**src/rtl/bmsi_pkg.sv**
```systemverilog
// ----------------------------------------------------------------------------
// bmsi_pkg
// Shared types and constants of the bank mapper with the scanline interrupt
// counter: request and result records, page codes and IRQ control bits.
// ----------------------------------------------------------------------------
package bmsi_pkg;

    // Request kinds
    localparam logic FUNC_WRITE = 1'b0;
    localparam logic FUNC_TICK  = 1'b1;

    // CPU pages (address bits 15..12) that hold registers
    localparam logic [3:0] PAGE_PRG      = 4'd8;
    localparam logic [3:0] PAGE_PRG2_SND = 4'd9;
    localparam logic [3:0] PAGE_CHR_LO   = 4'd10;
    localparam logic [3:0] PAGE_CHR_HI   = 4'd13;
    localparam logic [3:0] PAGE_MODE     = 4'd14;
    localparam logic [3:0] PAGE_IRQ      = 4'd15;

    // Address bits that pick the second register of a page
    localparam logic [11:0] SEL_MASK = 12'h018;

    // IRQ control bit positions
    localparam int IRQ_CTL_ACK_EN = 0;
    localparam int IRQ_CTL_EN     = 1;
    localparam int IRQ_CTL_CYCLE  = 2;
    localparam logic [2:0] IRQ_CTL_MASK = 3'h7;

    // Counter and prescaler
    localparam logic [7:0]        CNT_TOP         = 8'hFF;
    localparam logic signed [9:0] PRESCALE_PERIOD = 10'sd341;
    localparam logic signed [9:0] PRESCALE_STEP   = 10'sd3;

    // Program banks
    localparam logic [1:0] PRG_SLOT_FIXED = 2'd3;
    localparam logic [7:0] PRG_FIXED_BANK = 8'hFF;
    localparam logic [7:0] PRG0_RESET     = 8'h00;
    localparam logic [7:0] PRG1_RESET     = 8'h01;
    localparam logic [7:0] PRG2_RESET     = 8'hFE;

    // Mode register bit that maps work RAM
    localparam int MODE_RAM_BIT = 7;

    typedef struct packed {
        logic        func;
        logic [3:0]  cpu_page;
        logic [11:0] cpu_low_addr;
        logic [7:0]  write_data;
        logic [1:0]  prg_slot;
        logic [2:0]  chr_slot;
    } req_t;

    typedef struct packed {
        logic        irq_asserted;
        logic [7:0]  prg_bank;
        logic [7:0]  chr_bank;
        logic [1:0]  mirroring;
        logic        prg_ram_enabled;
        logic        sound_write;
        logic [15:0] sound_addr;
        logic [7:0]  sound_data;
    } res_t;

endpackage

```
**src/rtl/bmsi_in_stage.sv**
```systemverilog
// ----------------------------------------------------------------------------
// bmsi_in_stage
// Input register: captures one request per cycle while in_ready is high and
// holds it until the mapper core hands its result on.
// ----------------------------------------------------------------------------
module bmsi_in_stage
    import bmsi_pkg::*;
(
    input  logic clk,
    input  logic rst_n,
    input  logic in_valid,
    output logic in_ready,
    input  req_t in_req,
    input  logic advance,
    output logic req_valid,
    output req_t req
);

    logic valid_reg;
    req_t req_reg;

    // Take a new request when empty or when the held one moves on
    assign in_ready  = !valid_reg || advance;
    assign req_valid = valid_reg;
    assign req       = req_reg;

    // Hold the valid flag
    always_ff @(posedge clk or negedge rst_n)
    begin
        if (!rst_n)
        begin
            valid_reg <= 1'b0;
        end
        else if (in_ready)
        begin
            valid_reg <= in_valid;
        end
    end

    // Capture the payload
    always_ff @(posedge clk)
    begin
        if (in_valid && in_ready)
        begin
            req_reg <= in_req;
        end
    end

endmodule

```
**src/rtl/bmsi_core.sv**
```systemverilog
// ----------------------------------------------------------------------------
// bmsi_core
// Mapper state: bank, mode and IRQ registers. Works out the state after one
// request and the result drawn from it, and commits the state on advance.
// ----------------------------------------------------------------------------
module bmsi_core
    import bmsi_pkg::*;
(
    input  logic clk,
    input  logic rst_n,
    input  logic advance,
    input  req_t req,
    output res_t res
);

    logic [7:0]        prg_reg [3];
    logic [7:0]        chr_reg [8];
    logic [7:0]        mode_reg;
    logic [2:0]        ctl_reg;
    logic [7:0]        cnt_reg;
    logic [7:0]        reload_reg;
    logic signed [9:0] pre_reg;
    logic              irq_reg;

    logic [7:0]        prg_next [3];
    logic [7:0]        chr_next [8];
    logic [7:0]        mode_next;
    logic [2:0]        ctl_next;
    logic [7:0]        cnt_next;
    logic [7:0]        reload_next;
    logic signed [9:0] pre_next;
    logic              irq_next;

    logic              second;
    logic              clock_cnt;
    logic signed [9:0] pre_dec;
    logic [3:0]        chr_page_off;
    logic [2:0]        chr_idx;
    logic              snd_w;

    assign second       = |(req.cpu_low_addr & SEL_MASK);
    assign pre_dec      = pre_reg - PRESCALE_STEP;
    assign chr_page_off = req.cpu_page - PAGE_CHR_LO;
    assign chr_idx      = {chr_page_off[1:0], second};

    // Work out the next state for the held request
    always_comb
    begin
        prg_next    = prg_reg;
        chr_next    = chr_reg;
        mode_next   = mode_reg;
        ctl_next    = ctl_reg;
        cnt_next    = cnt_reg;
        reload_next = reload_reg;
        pre_next    = pre_reg;
        irq_next    = irq_reg;
        clock_cnt   = 1'b0;
        snd_w       = 1'b0;

        if (req.func == FUNC_TICK)
        begin
            if (ctl_reg[IRQ_CTL_EN])
            begin
                if (ctl_reg[IRQ_CTL_CYCLE])
                begin
                    clock_cnt = 1'b1;
                end
                else
                begin
                    pre_next = pre_dec;
                    if (pre_dec <= 10'sd0)
                    begin
                        pre_next  = pre_dec + PRESCALE_PERIOD;
                        clock_cnt = 1'b1;
                    end
                end
            end
            // Step the counter, reload and raise IRQ on overflow
            if (clock_cnt)
            begin
                if (cnt_reg == CNT_TOP)
                begin
                    cnt_next = reload_reg;
                    irq_next = 1'b1;
                end
                else
                begin
                    cnt_next = cnt_reg + 8'd1;
                end
            end
        end
        else
        begin
            case (req.cpu_page) inside
                PAGE_PRG:
                begin
                    if (second)
                    begin
                        prg_next[1] = req.write_data;
                    end
                    else
                    begin
                        prg_next[0] = req.write_data;
                    end
                end
                PAGE_PRG2_SND:
                begin
                    if (second)
                    begin
                        snd_w = 1'b1;
                    end
                    else
                    begin
                        prg_next[2] = req.write_data;
                    end
                end
                [PAGE_CHR_LO:PAGE_CHR_HI]:
                begin
                    chr_next[chr_idx] = req.write_data;
                end
                PAGE_MODE:
                begin
                    if (second)
                    begin
                        reload_next = req.write_data;
                    end
                    else
                    begin
                        mode_next = req.write_data;
                    end
                end
                PAGE_IRQ:
                begin
                    if (second)
                    begin
                        // Acknowledge: enable follows the ack-enable bit
                        ctl_next[IRQ_CTL_EN] = ctl_reg[IRQ_CTL_ACK_EN];
                    end
                    else
                    begin
                        ctl_next = req.write_data[2:0] & IRQ_CTL_MASK;
                        if (req.write_data[IRQ_CTL_EN])
                        begin
                            cnt_next = reload_reg;
                            pre_next = PRESCALE_PERIOD;
                        end
                    end
                    irq_next = 1'b0;
                end
                default:
                begin
                end
            endcase
        end
    end

    // Draw the result from the state after the request
    always_comb
    begin
        res.irq_asserted    = irq_next;
        res.prg_bank        = (req.prg_slot == PRG_SLOT_FIXED) ? PRG_FIXED_BANK
                                                               : prg_next[req.prg_slot];
        res.chr_bank        = chr_next[req.chr_slot];
        res.mirroring       = mode_next[1:0];
        res.prg_ram_enabled = mode_next[MODE_RAM_BIT];
        res.sound_write     = snd_w;
        res.sound_addr      = snd_w ? {req.cpu_page, req.cpu_low_addr} : 16'd0;
        res.sound_data      = snd_w ? req.write_data : 8'd0;
    end

    // Commit the state when the request moves to the result register
    always_ff @(posedge clk or negedge rst_n)
    begin
        if (!rst_n)
        begin
            prg_reg[0] <= PRG0_RESET;
            prg_reg[1] <= PRG1_RESET;
            prg_reg[2] <= PRG2_RESET;
            for (int i = 0; i < 8; i++)
            begin
                chr_reg[i] <= 8'(i);
            end
            mode_reg   <= 8'd0;
            ctl_reg    <= 3'd0;
            cnt_reg    <= 8'd0;
            reload_reg <= 8'd0;
            pre_reg    <= 10'sd0;
            irq_reg    <= 1'b0;
        end
        else if (advance)
        begin
            prg_reg    <= prg_next;
            chr_reg    <= chr_next;
            mode_reg   <= mode_next;
            ctl_reg    <= ctl_next;
            cnt_reg    <= cnt_next;
            reload_reg <= reload_next;
            pre_reg    <= pre_next;
            irq_reg    <= irq_next;
        end
    end

endmodule

```
**src/rtl/bank_mapper_with_scanline_irq.sv**
```systemverilog
// Data path: a request accepted into the input register has its result worked out
// by the core and captured in the output register that drives the outputs.
// Throughput: one request per cycle; the state update sits between the input
// register and the result register, so back-to-back requests only stall while
// the consumer holds out_ready low.
// Reset: rst_n clears both stage valid flags and loads the bank, mode and IRQ
// registers with their power-on values at once.
// ----------------------------------------------------------------------------
// bank_mapper_with_scanline_irq
// Cartridge bank mapper with an IRQ counter: register writes, CPU ticks and
// slot translation, with an output register towards the consumer.
// ----------------------------------------------------------------------------
module bank_mapper_with_scanline_irq
    import bmsi_pkg::*;
(
    input  logic        clk,
    input  logic        rst_n,
    input  logic        in_valid,
    output logic        in_ready,
    input  logic        func,
    input  logic [3:0]  cpu_page,
    input  logic [11:0] cpu_low_addr,
    input  logic [7:0]  write_data,
    input  logic [1:0]  prg_slot,
    input  logic [2:0]  chr_slot,
    output logic        out_valid,
    input  logic        out_ready,
    output logic        irq_asserted,
    output logic [7:0]  prg_bank,
    output logic [7:0]  chr_bank,
    output logic [1:0]  mirroring,
    output logic        prg_ram_enabled,
    output logic        sound_write,
    output logic [15:0] sound_addr,
    output logic [7:0]  sound_data
);

    req_t in_req;
    req_t req;
    logic req_valid;
    logic advance;
    res_t res;
    logic out_valid_reg;
    res_t res_reg;

    assign in_req = '{func:         func,
                      cpu_page:     cpu_page,
                      cpu_low_addr: cpu_low_addr,
                      write_data:   write_data,
                      prg_slot:     prg_slot,
                      chr_slot:     chr_slot};

    // Move the held request on when the result register is free
    assign advance = req_valid && (!out_valid_reg || out_ready);

    bmsi_in_stage u_in_stage (
        .clk       (clk),
        .rst_n     (rst_n),
        .in_valid  (in_valid),
        .in_ready  (in_ready),
        .in_req    (in_req),
        .advance   (advance),
        .req_valid (req_valid),
        .req       (req)
    );

    bmsi_core u_core (
        .clk     (clk),
        .rst_n   (rst_n),
        .advance (advance),
        .req     (req),
        .res     (res)
    );

    // Hold the result valid flag
    always_ff @(posedge clk or negedge rst_n)
    begin
        if (!rst_n)
        begin
            out_valid_reg <= 1'b0;
        end
        else if (advance)
        begin
            out_valid_reg <= 1'b1;
        end
        else if (out_ready)
        begin
            out_valid_reg <= 1'b0;
        end
    end

    // Capture the result
    always_ff @(posedge clk)
    begin
        if (advance)
        begin
            res_reg <= res;
        end
    end

    assign out_valid       = out_valid_reg;
    assign irq_asserted    = res_reg.irq_asserted;
    assign prg_bank        = res_reg.prg_bank;
    assign chr_bank        = res_reg.chr_bank;
    assign mirroring       = res_reg.mirroring;
    assign prg_ram_enabled = res_reg.prg_ram_enabled;
    assign sound_write     = res_reg.sound_write;
    assign sound_addr      = res_reg.sound_addr;
    assign sound_data      = res_reg.sound_data;

endmodule
```
**config.mk**
```make
export PLATFORM = sky130hd
export DESIGN_NAME = bank_mapper_with_scanline_irq
export DESIGN_NICKNAME = d
export VERILOG_FILES = /design/src/rtl/bmsi_pkg.sv /design/src/rtl/bmsi_in_stage.sv /design/src/rtl/bmsi_core.sv /design/src/rtl/bank_mapper_with_scanline_irq.sv
export SDC_FILE = /design/constraint.sdc
export NUM_CORES = 1
export LEC_CHECK = 0
export BUFFER_PORTS_ARGS = -buffer_cell sky130_fd_sc_hd__buf_2
export CORE_MARGIN = 1.5
export CORE_UTILIZATION = 50
export CTS_BUF_LIST = sky130_fd_sc_hd__clkbuf_4
export CTS_CLUSTER_DIAMETER = 40
export DETAILED_ROUTE_END_ITERATION = 10
export GPL_TIMING_DRIVEN = 0
export PLACE_DENSITY = 0.69
export SLEW_MARGIN = 20
export SYNTH_ARGS = -nofsm -noshare
export SYNTH_HDL_FRONTEND = slang
export SYNTH_SLANG_ARGS = --single-unit
```
**constraint.sdc**
```tcl
create_clock -name clk -period 8.1 [get_ports clk]
set_input_delay 0.81 -clock clk [delete_from_list [all_inputs] [get_ports clk]]
set_output_delay 0.81 -clock clk [all_outputs]
set_load 0.02 [all_outputs]
```
# Word-level counts from Yosys, hierarchy flattened
# Cells that the tools add are included.
# classes
bitwise	9
n_reduce_logical	18
n_lt_le_gt_ge	7
n_addsub	4
mux	66
n_eq_ne	14
# ops
cell	count
64-bit two-way mux	4
8-bit two-way mux	26
10-bit two-way mux	11
64-bit bitwise mux	1
8-bit binary-select mux with 3-bit select	1
8-bit demux with 3-bit select	1
24-bit two-way mux	1
7-bit AND reduction	3
1-bit two-way mux	19
8-bit binary-select mux with 2-bit select	1
4-bit equality test (second input constant)	4
16-bit two-way mux	1
4-bit >= comparator (second input constant)	3
2-bit inequality test (second input constant)	6
10-bit adder (second input constant)	1
10-bit by 1-bit less-or-equal comparator with 1-bit output (second input constant)	1
10-bit AND reduction	1
10-bit by 3-bit subtractor with 10-bit output (second input constant)	1
9-bit AND reduction	1
8-bit by 1-bit adder with 8-bit output (second input constant)	1
8-bit equality test (second input constant)	1
3-bit NOT with 4-bit output	2
8-bit AND reduction	1
1-bit NOT	6
other kinds (12)	20
# totals
regBits	203
wordCells	153
out_inout_bits	47

# Longest topological paths before layout
# logic_depth
depth_word	14
mapped_depth	10
mapped_depth_nobuf	8

# Modules after synthesis
# From an unflattened synthesis, not the netlist that was laid out.
# unflattened
hier_cells	777
hier_area_um2	9437.8
# by_module_without_submodules
mod	area_per_inst_um2	cells_each	instances	seq_area_each_um2
bmsi_core	7088.0	694	1	3052.9
bank_mapper_with_scanline_irq	1395.1	49	1	1376.3
bmsi_in_stage	954.7	34	1	925.9

# Worst setup path after synthesis
# Ideal clock, no wire load.
# synth_path
path_type	in2reg
start	in out_ready
end	reg u_core.chr_reg[40] (netlist name)
arrival_time_ps	3075
path_stages	5
setup_ps	125
path_slack_ps	4901
cell_sequence	nand2b_1 nand2_1 clkinv_1 nand3_1 mux2_2
# synth_between
elab_chain_cells	2
# synth_rtl
element	line_no	source
start: declaration	bank_mapper_with_scanline_irq.sv:27	input logic out_ready,
1-bit logical OR	bank_mapper_with_scanline_irq.sv:54	assign advance = req_valid && (!out_valid_reg || out_ready);
1-bit logical AND	bank_mapper_with_scanline_irq.sv:54	
net advance	bank_mapper_with_scanline_irq.sv:41	logic advance;
end signal: indexed assignment	bmsi_core.sv:181	chr_reg[i] <= 8'(i);
end signal: assignment	bmsi_core.sv:193	chr_reg <= chr_next;
end: declaration	bmsi_core.sv:17	logic [7:0] chr_reg [8];
# The timed path passes the listed nets, and every way through them passes these cells.
# A chain may end at the register's enable or synchronous reset.

# Final worst setup path
# layout_path
start	reg u_core.pre_reg[2]
end	reg u_core.cnt_reg[6]
# layout_between
elab_chain_cells	8
# layout_rtl
element	line_no	source
start: declaration	bmsi_core.sv:22	logic signed [9:0] pre_reg;
start signal: assignment	bmsi_core.sv:198	pre_reg <= pre_next;
10-bit by 3-bit subtractor with 10-bit output	bmsi_core.sv:42	assign pre_dec = pre_reg - PRESCALE_STEP;
10-bit by 1-bit less-or-equal comparator with 1-bit output	bmsi_core.sv:71	if (pre_dec <= 10'sd0)
1-bit two-way mux	bmsi_core.sv:71	
1-bit two-way mux	bmsi_core.sv:64	if (ctl_reg[IRQ_CTL_CYCLE])
1-bit two-way mux	bmsi_core.sv:62	if (ctl_reg[IRQ_CTL_EN])
1-bit two-way mux	bmsi_core.sv:60	if (req.func == FUNC_TICK)
2-bit by 1-bit inequality test with 1-bit output (no source line)	--	
9-bit AND reduction (no source line)	--	
end signal: assignment	bmsi_core.sv:196	cnt_reg <= cnt_next;
end: declaration	bmsi_core.sv:20	logic [7:0] cnt_reg;
# No other way between the ends. The select of a mux whose other input is x is not followed.

==> run metrics <==
Die X approximately 140 um; max FFs per register 64; Reg area ~5400 um^2; Reg clk slew, reported paths around 0.15 ns; Power per Cell Area ~210 nW/um^2; fill cell count around 1,500; CP max FO 10; flop-to-flop setup slack 4.74 ns; drt initial violations approximately 560; worst setup path startpoint u_core.pre_reg[2]$_DFFE_PN0P_; clock skew ~0.021 ns; CP Data Arrival Time 3.84 ns; combinational family with the most area after synthesis multiplexers; Routed WL between 20,000 and 25,000 um; Final Power ~2.2 mW; Total Die Area ~20,000 um^2; post-synthesis sequential area ratio between 50% and 60%; Seq pwr share between 50% and 60%; Worst-Margin Slew slightly above 0.9 ns; Adder-Cell Fraction of Synth Area less than 1%; final hold vios 0; share of cells above drive strength 1 33.79%; H-Tree Depth 4; area share of and/or/nand/nor cells after synthesis approximately an eighth; Worst EP required about 8.6 ns; Final setup violation count 0; Vias/cell 6.039; Synth Warn # 0; fraction of registers with async set/reset between 60 and 70%; Layout Utilization 57.56%; ANT nets after route 0; Syn Std Cell Area between 9000 and 10,000 um^2; Clock Path Buffers 2; worst reg2reg startpoint u_core.pre_reg[2]$_DFFE_PN0P_; syn_area_per_cell 12.47 um^2; Area Overhead vs Synth 11.49%; period utilization between 40% and 50%; unrepaired setup endpoints after global routing no; area of the multi-input gates ~3800 um^2; Clk pwr share a little under a quarter; routability congestion estimate roughly 0.86; hold_buf cts 0; Post-CTS Setup Inserts 0; max_cap viols 0; Core ar. approximately 18,000 um^2; via count of the first global-routing pass 6,641; GRT overflow 0; leading area contributor after synthesis dfrtp_1; Yosys top cell area share a little over a quarter; DRC violations left 0; VDD IR-drop max 0.1139 mV; Mapped Cells ~750; Net Switching 675.7 uW; Cell variety after synth 72; Max Slew Vio Count 0; first-pass GRT wire length about 36,000 um; total CTS buffers 17; Net Sw Frac 30.74%; initial antenna violation count 1; Post-synth top flop dfrtp_1; worst reg2reg endpoint u_core.cnt_reg[6]$_DFFE_PN0P_; Clock Latency Late Sink approximately 0.60 ns; post-route cell area approximately 10,000 um^2; FP Rows 49; kind of critical path reg -> reg; Port Buffer Count 80; Die H roughly 140 um; EDFF count, synth 75; combinational fraction of design power 19.8%; I/O Pins between 80 and 90; Critical path destination u_core.cnt_reg[6]$_DFFE_PN0P_; largest cells by area after synthesis dfrtp_1 (27%), edfxtp_1 (24%), mux2_2 (13%); Fin Setup TNS 0 ns; Achievable Freq 298.0 MHz; CTS sink cnt 198; #FFs+latches synth 198; outcome completed; placed cell areas roughly 10,000 um^2; vias after detailed routing between 6,000 and 7,000; TritonCTS clock tree built; Starting Density 51.63%; Crit. End Element flop; HPWL after detailed placement 15,680 um; Synth Area in XOR/XNOR less than 1%; Compound-Gate Fraction of Synth Area 12.47%; WL/cell 20.59 um; Hold/Removal Path Class in -> async; Placement Setup Slack between 4 and 5 ns; all-layer global routing usage a little under a quarter; DRT Pass-1 Iters 5; Max-Slew Margin vs Limit between 30% and 40%; minimum clock period ~3.4 ns; fin nets about 900; CTS resizes 0; Pint 1.522 mW; CTS root buffer clkbuf_4; Reg2Reg Depth 9; P_leak between 4 and 5 nW; mux cell area share after synthesis around 15%; setup ws final approximately 4.7 ns; Worst setup SP type flop; largest net degree at the start of global routing 80
[cell usage after synthesis, drive strengths merged, types with 2 or more instances]
cell / n
mux2: 109
nand2: 28
edfxtp: 75
mux2i: 14
and2: 20
nor3: 19
inv: 6
nand3: 9
o211ai: 2
xor2: 3
a31o: 4
o221a: 5
o21a: 3
o22ai: 21
buf: 15
a31oi: 9
a211oi: 5
or3: 6
nor2b: 3
a21oi: 13
nor4: 8
or2: 9
a2111oi: 2
nand2b: 10
nor3b: 9
and3: 9
or3b: 2
o22a: 2
o32a: 4
a2bb2oi: 8
nand3b: 3
nor2: 64
o21ai: 34
a22oi: 2
a21o: 5
a211o: 4
dfstp: 20
a21bo: 2
ha: 4
clkbuf: 34
dfrtp: 103
o31ai: 4
xnor2: 7
or4: 3
o221ai: 21
[cell type report]
cell class,count,share of cell area (%)
Sequential cell,198,51.10
Multi-Input combinational cell,501,36.70
Timing Repair Buffer,83,4.596
Tap cell,229,2.734
Buffer,49,1.862
Clock buffer,19,1.361
Clock inverter,13,1.361
Inverter,7,0.2627
Antenna cell,1,0.02388
[power groups by stage]
stage	clock (mW)	combinational [mW]	sequential, mW
after floorplan	0	0.287	1.26
after global placement	0	0.415	1.25
after detailed placement	0	0.432	1.25
after CTS	0.538	0.435	1.23
after global routing	0.576	0.476	1.25
final	0.528	0.436	1.23
[metrics by stage]
step,hold slack [ns],std cells
after floorplan,0.4436,755
after global placement,0.4604,1064
after detailed placement,0.4845,1067
after CTS,0.1171,1099
after global routing,0.1162,1100
final,0.1351,1100
[cells by family after synthesis]
family	after synthesis
buffers and inverters	56
xor gates and xnor gates	10
DFF	198
adders and majority gates	4
other	1
muxes	124
AOI/OAI and AO/OA	157
and+or+nand+nor	204
[worst min-delay path by stage]
stage | startpoint | endpoint | slack [ns] | cells after the start
5_1_grt | rst_n | u_core.mode_reg[1]$_DFFE_PN0P_ | 0.12 | 1
3_3_place_gp | u_core.irq_reg$_DFFE_PN0P_ | u_core.irq_reg$_DFFE_PN0P_ | 0.46 | 2
2_1_floorplan | u_core.irq_reg$_DFFE_PN0P_ | u_core.irq_reg$_DFFE_PN0P_ | 0.44 | 2
6_report | rst_n | u_core.chr_reg[27]$_DFFE_PN0P_ | 0.14 | 1
3_5_place_dp | u_core.irq_reg$_DFFE_PN0P_ | u_core.irq_reg$_DFFE_PN0P_ | 0.48 | 2
4_1_cts | rst_n | u_core.mode_reg[1]$_DFFE_PN0P_ | 0.12 | 1
[cells in the final DEF, fill, tap and decap left out, types with 8 or more instances in the layout]
| cell | instances |
|---|---|
| a21oi_1 | 13 |
| a2bb2oi_1 | 8 |
| a31oi_1 | 9 |
| and2_1 | 19 |
| and3_1 | 9 |
| buf_2 | 88 |
| clkbuf_1 | 34 |
| clkbuf_4 | 19 |
| dfrtp_1 | 103 |
| dfstp_2 | 20 |
| edfxtp_1 | 75 |
| mux2_2 | 109 |
| mux2i_1 | 14 |
| nand2_1 | 28 |
| nand2b_1 | 10 |
| nand3_1 | 9 |
| nor2_1 | 61 |
| nor3_1 | 14 |
| nor3b_1 | 8 |
| o21ai_0 | 28 |
| o221ai_1 | 21 |
| o22ai_1 | 21 |
[worst max-delay path, stage by stage, from the launching register on]
cell,delay [ns]
dfrtp_1,0.43
clkbuf_1,0.37
inv_1,0.17
ha_1,0.32
a2111oi_4,0.49
nor2_2,0.11
a211oi_4,0.60
o31ai_4,0.17
a221o_1,0.29
a211o_1,0.29
[routing by layer]
metal	GRT usage (%)	share of wire, %
met2	37.29	46
met5	0	0
met4	10.47	3.1
met1	33.02	46
met3	4.410	4.2
Note: power is estimated with default switching activity, not from simulation.
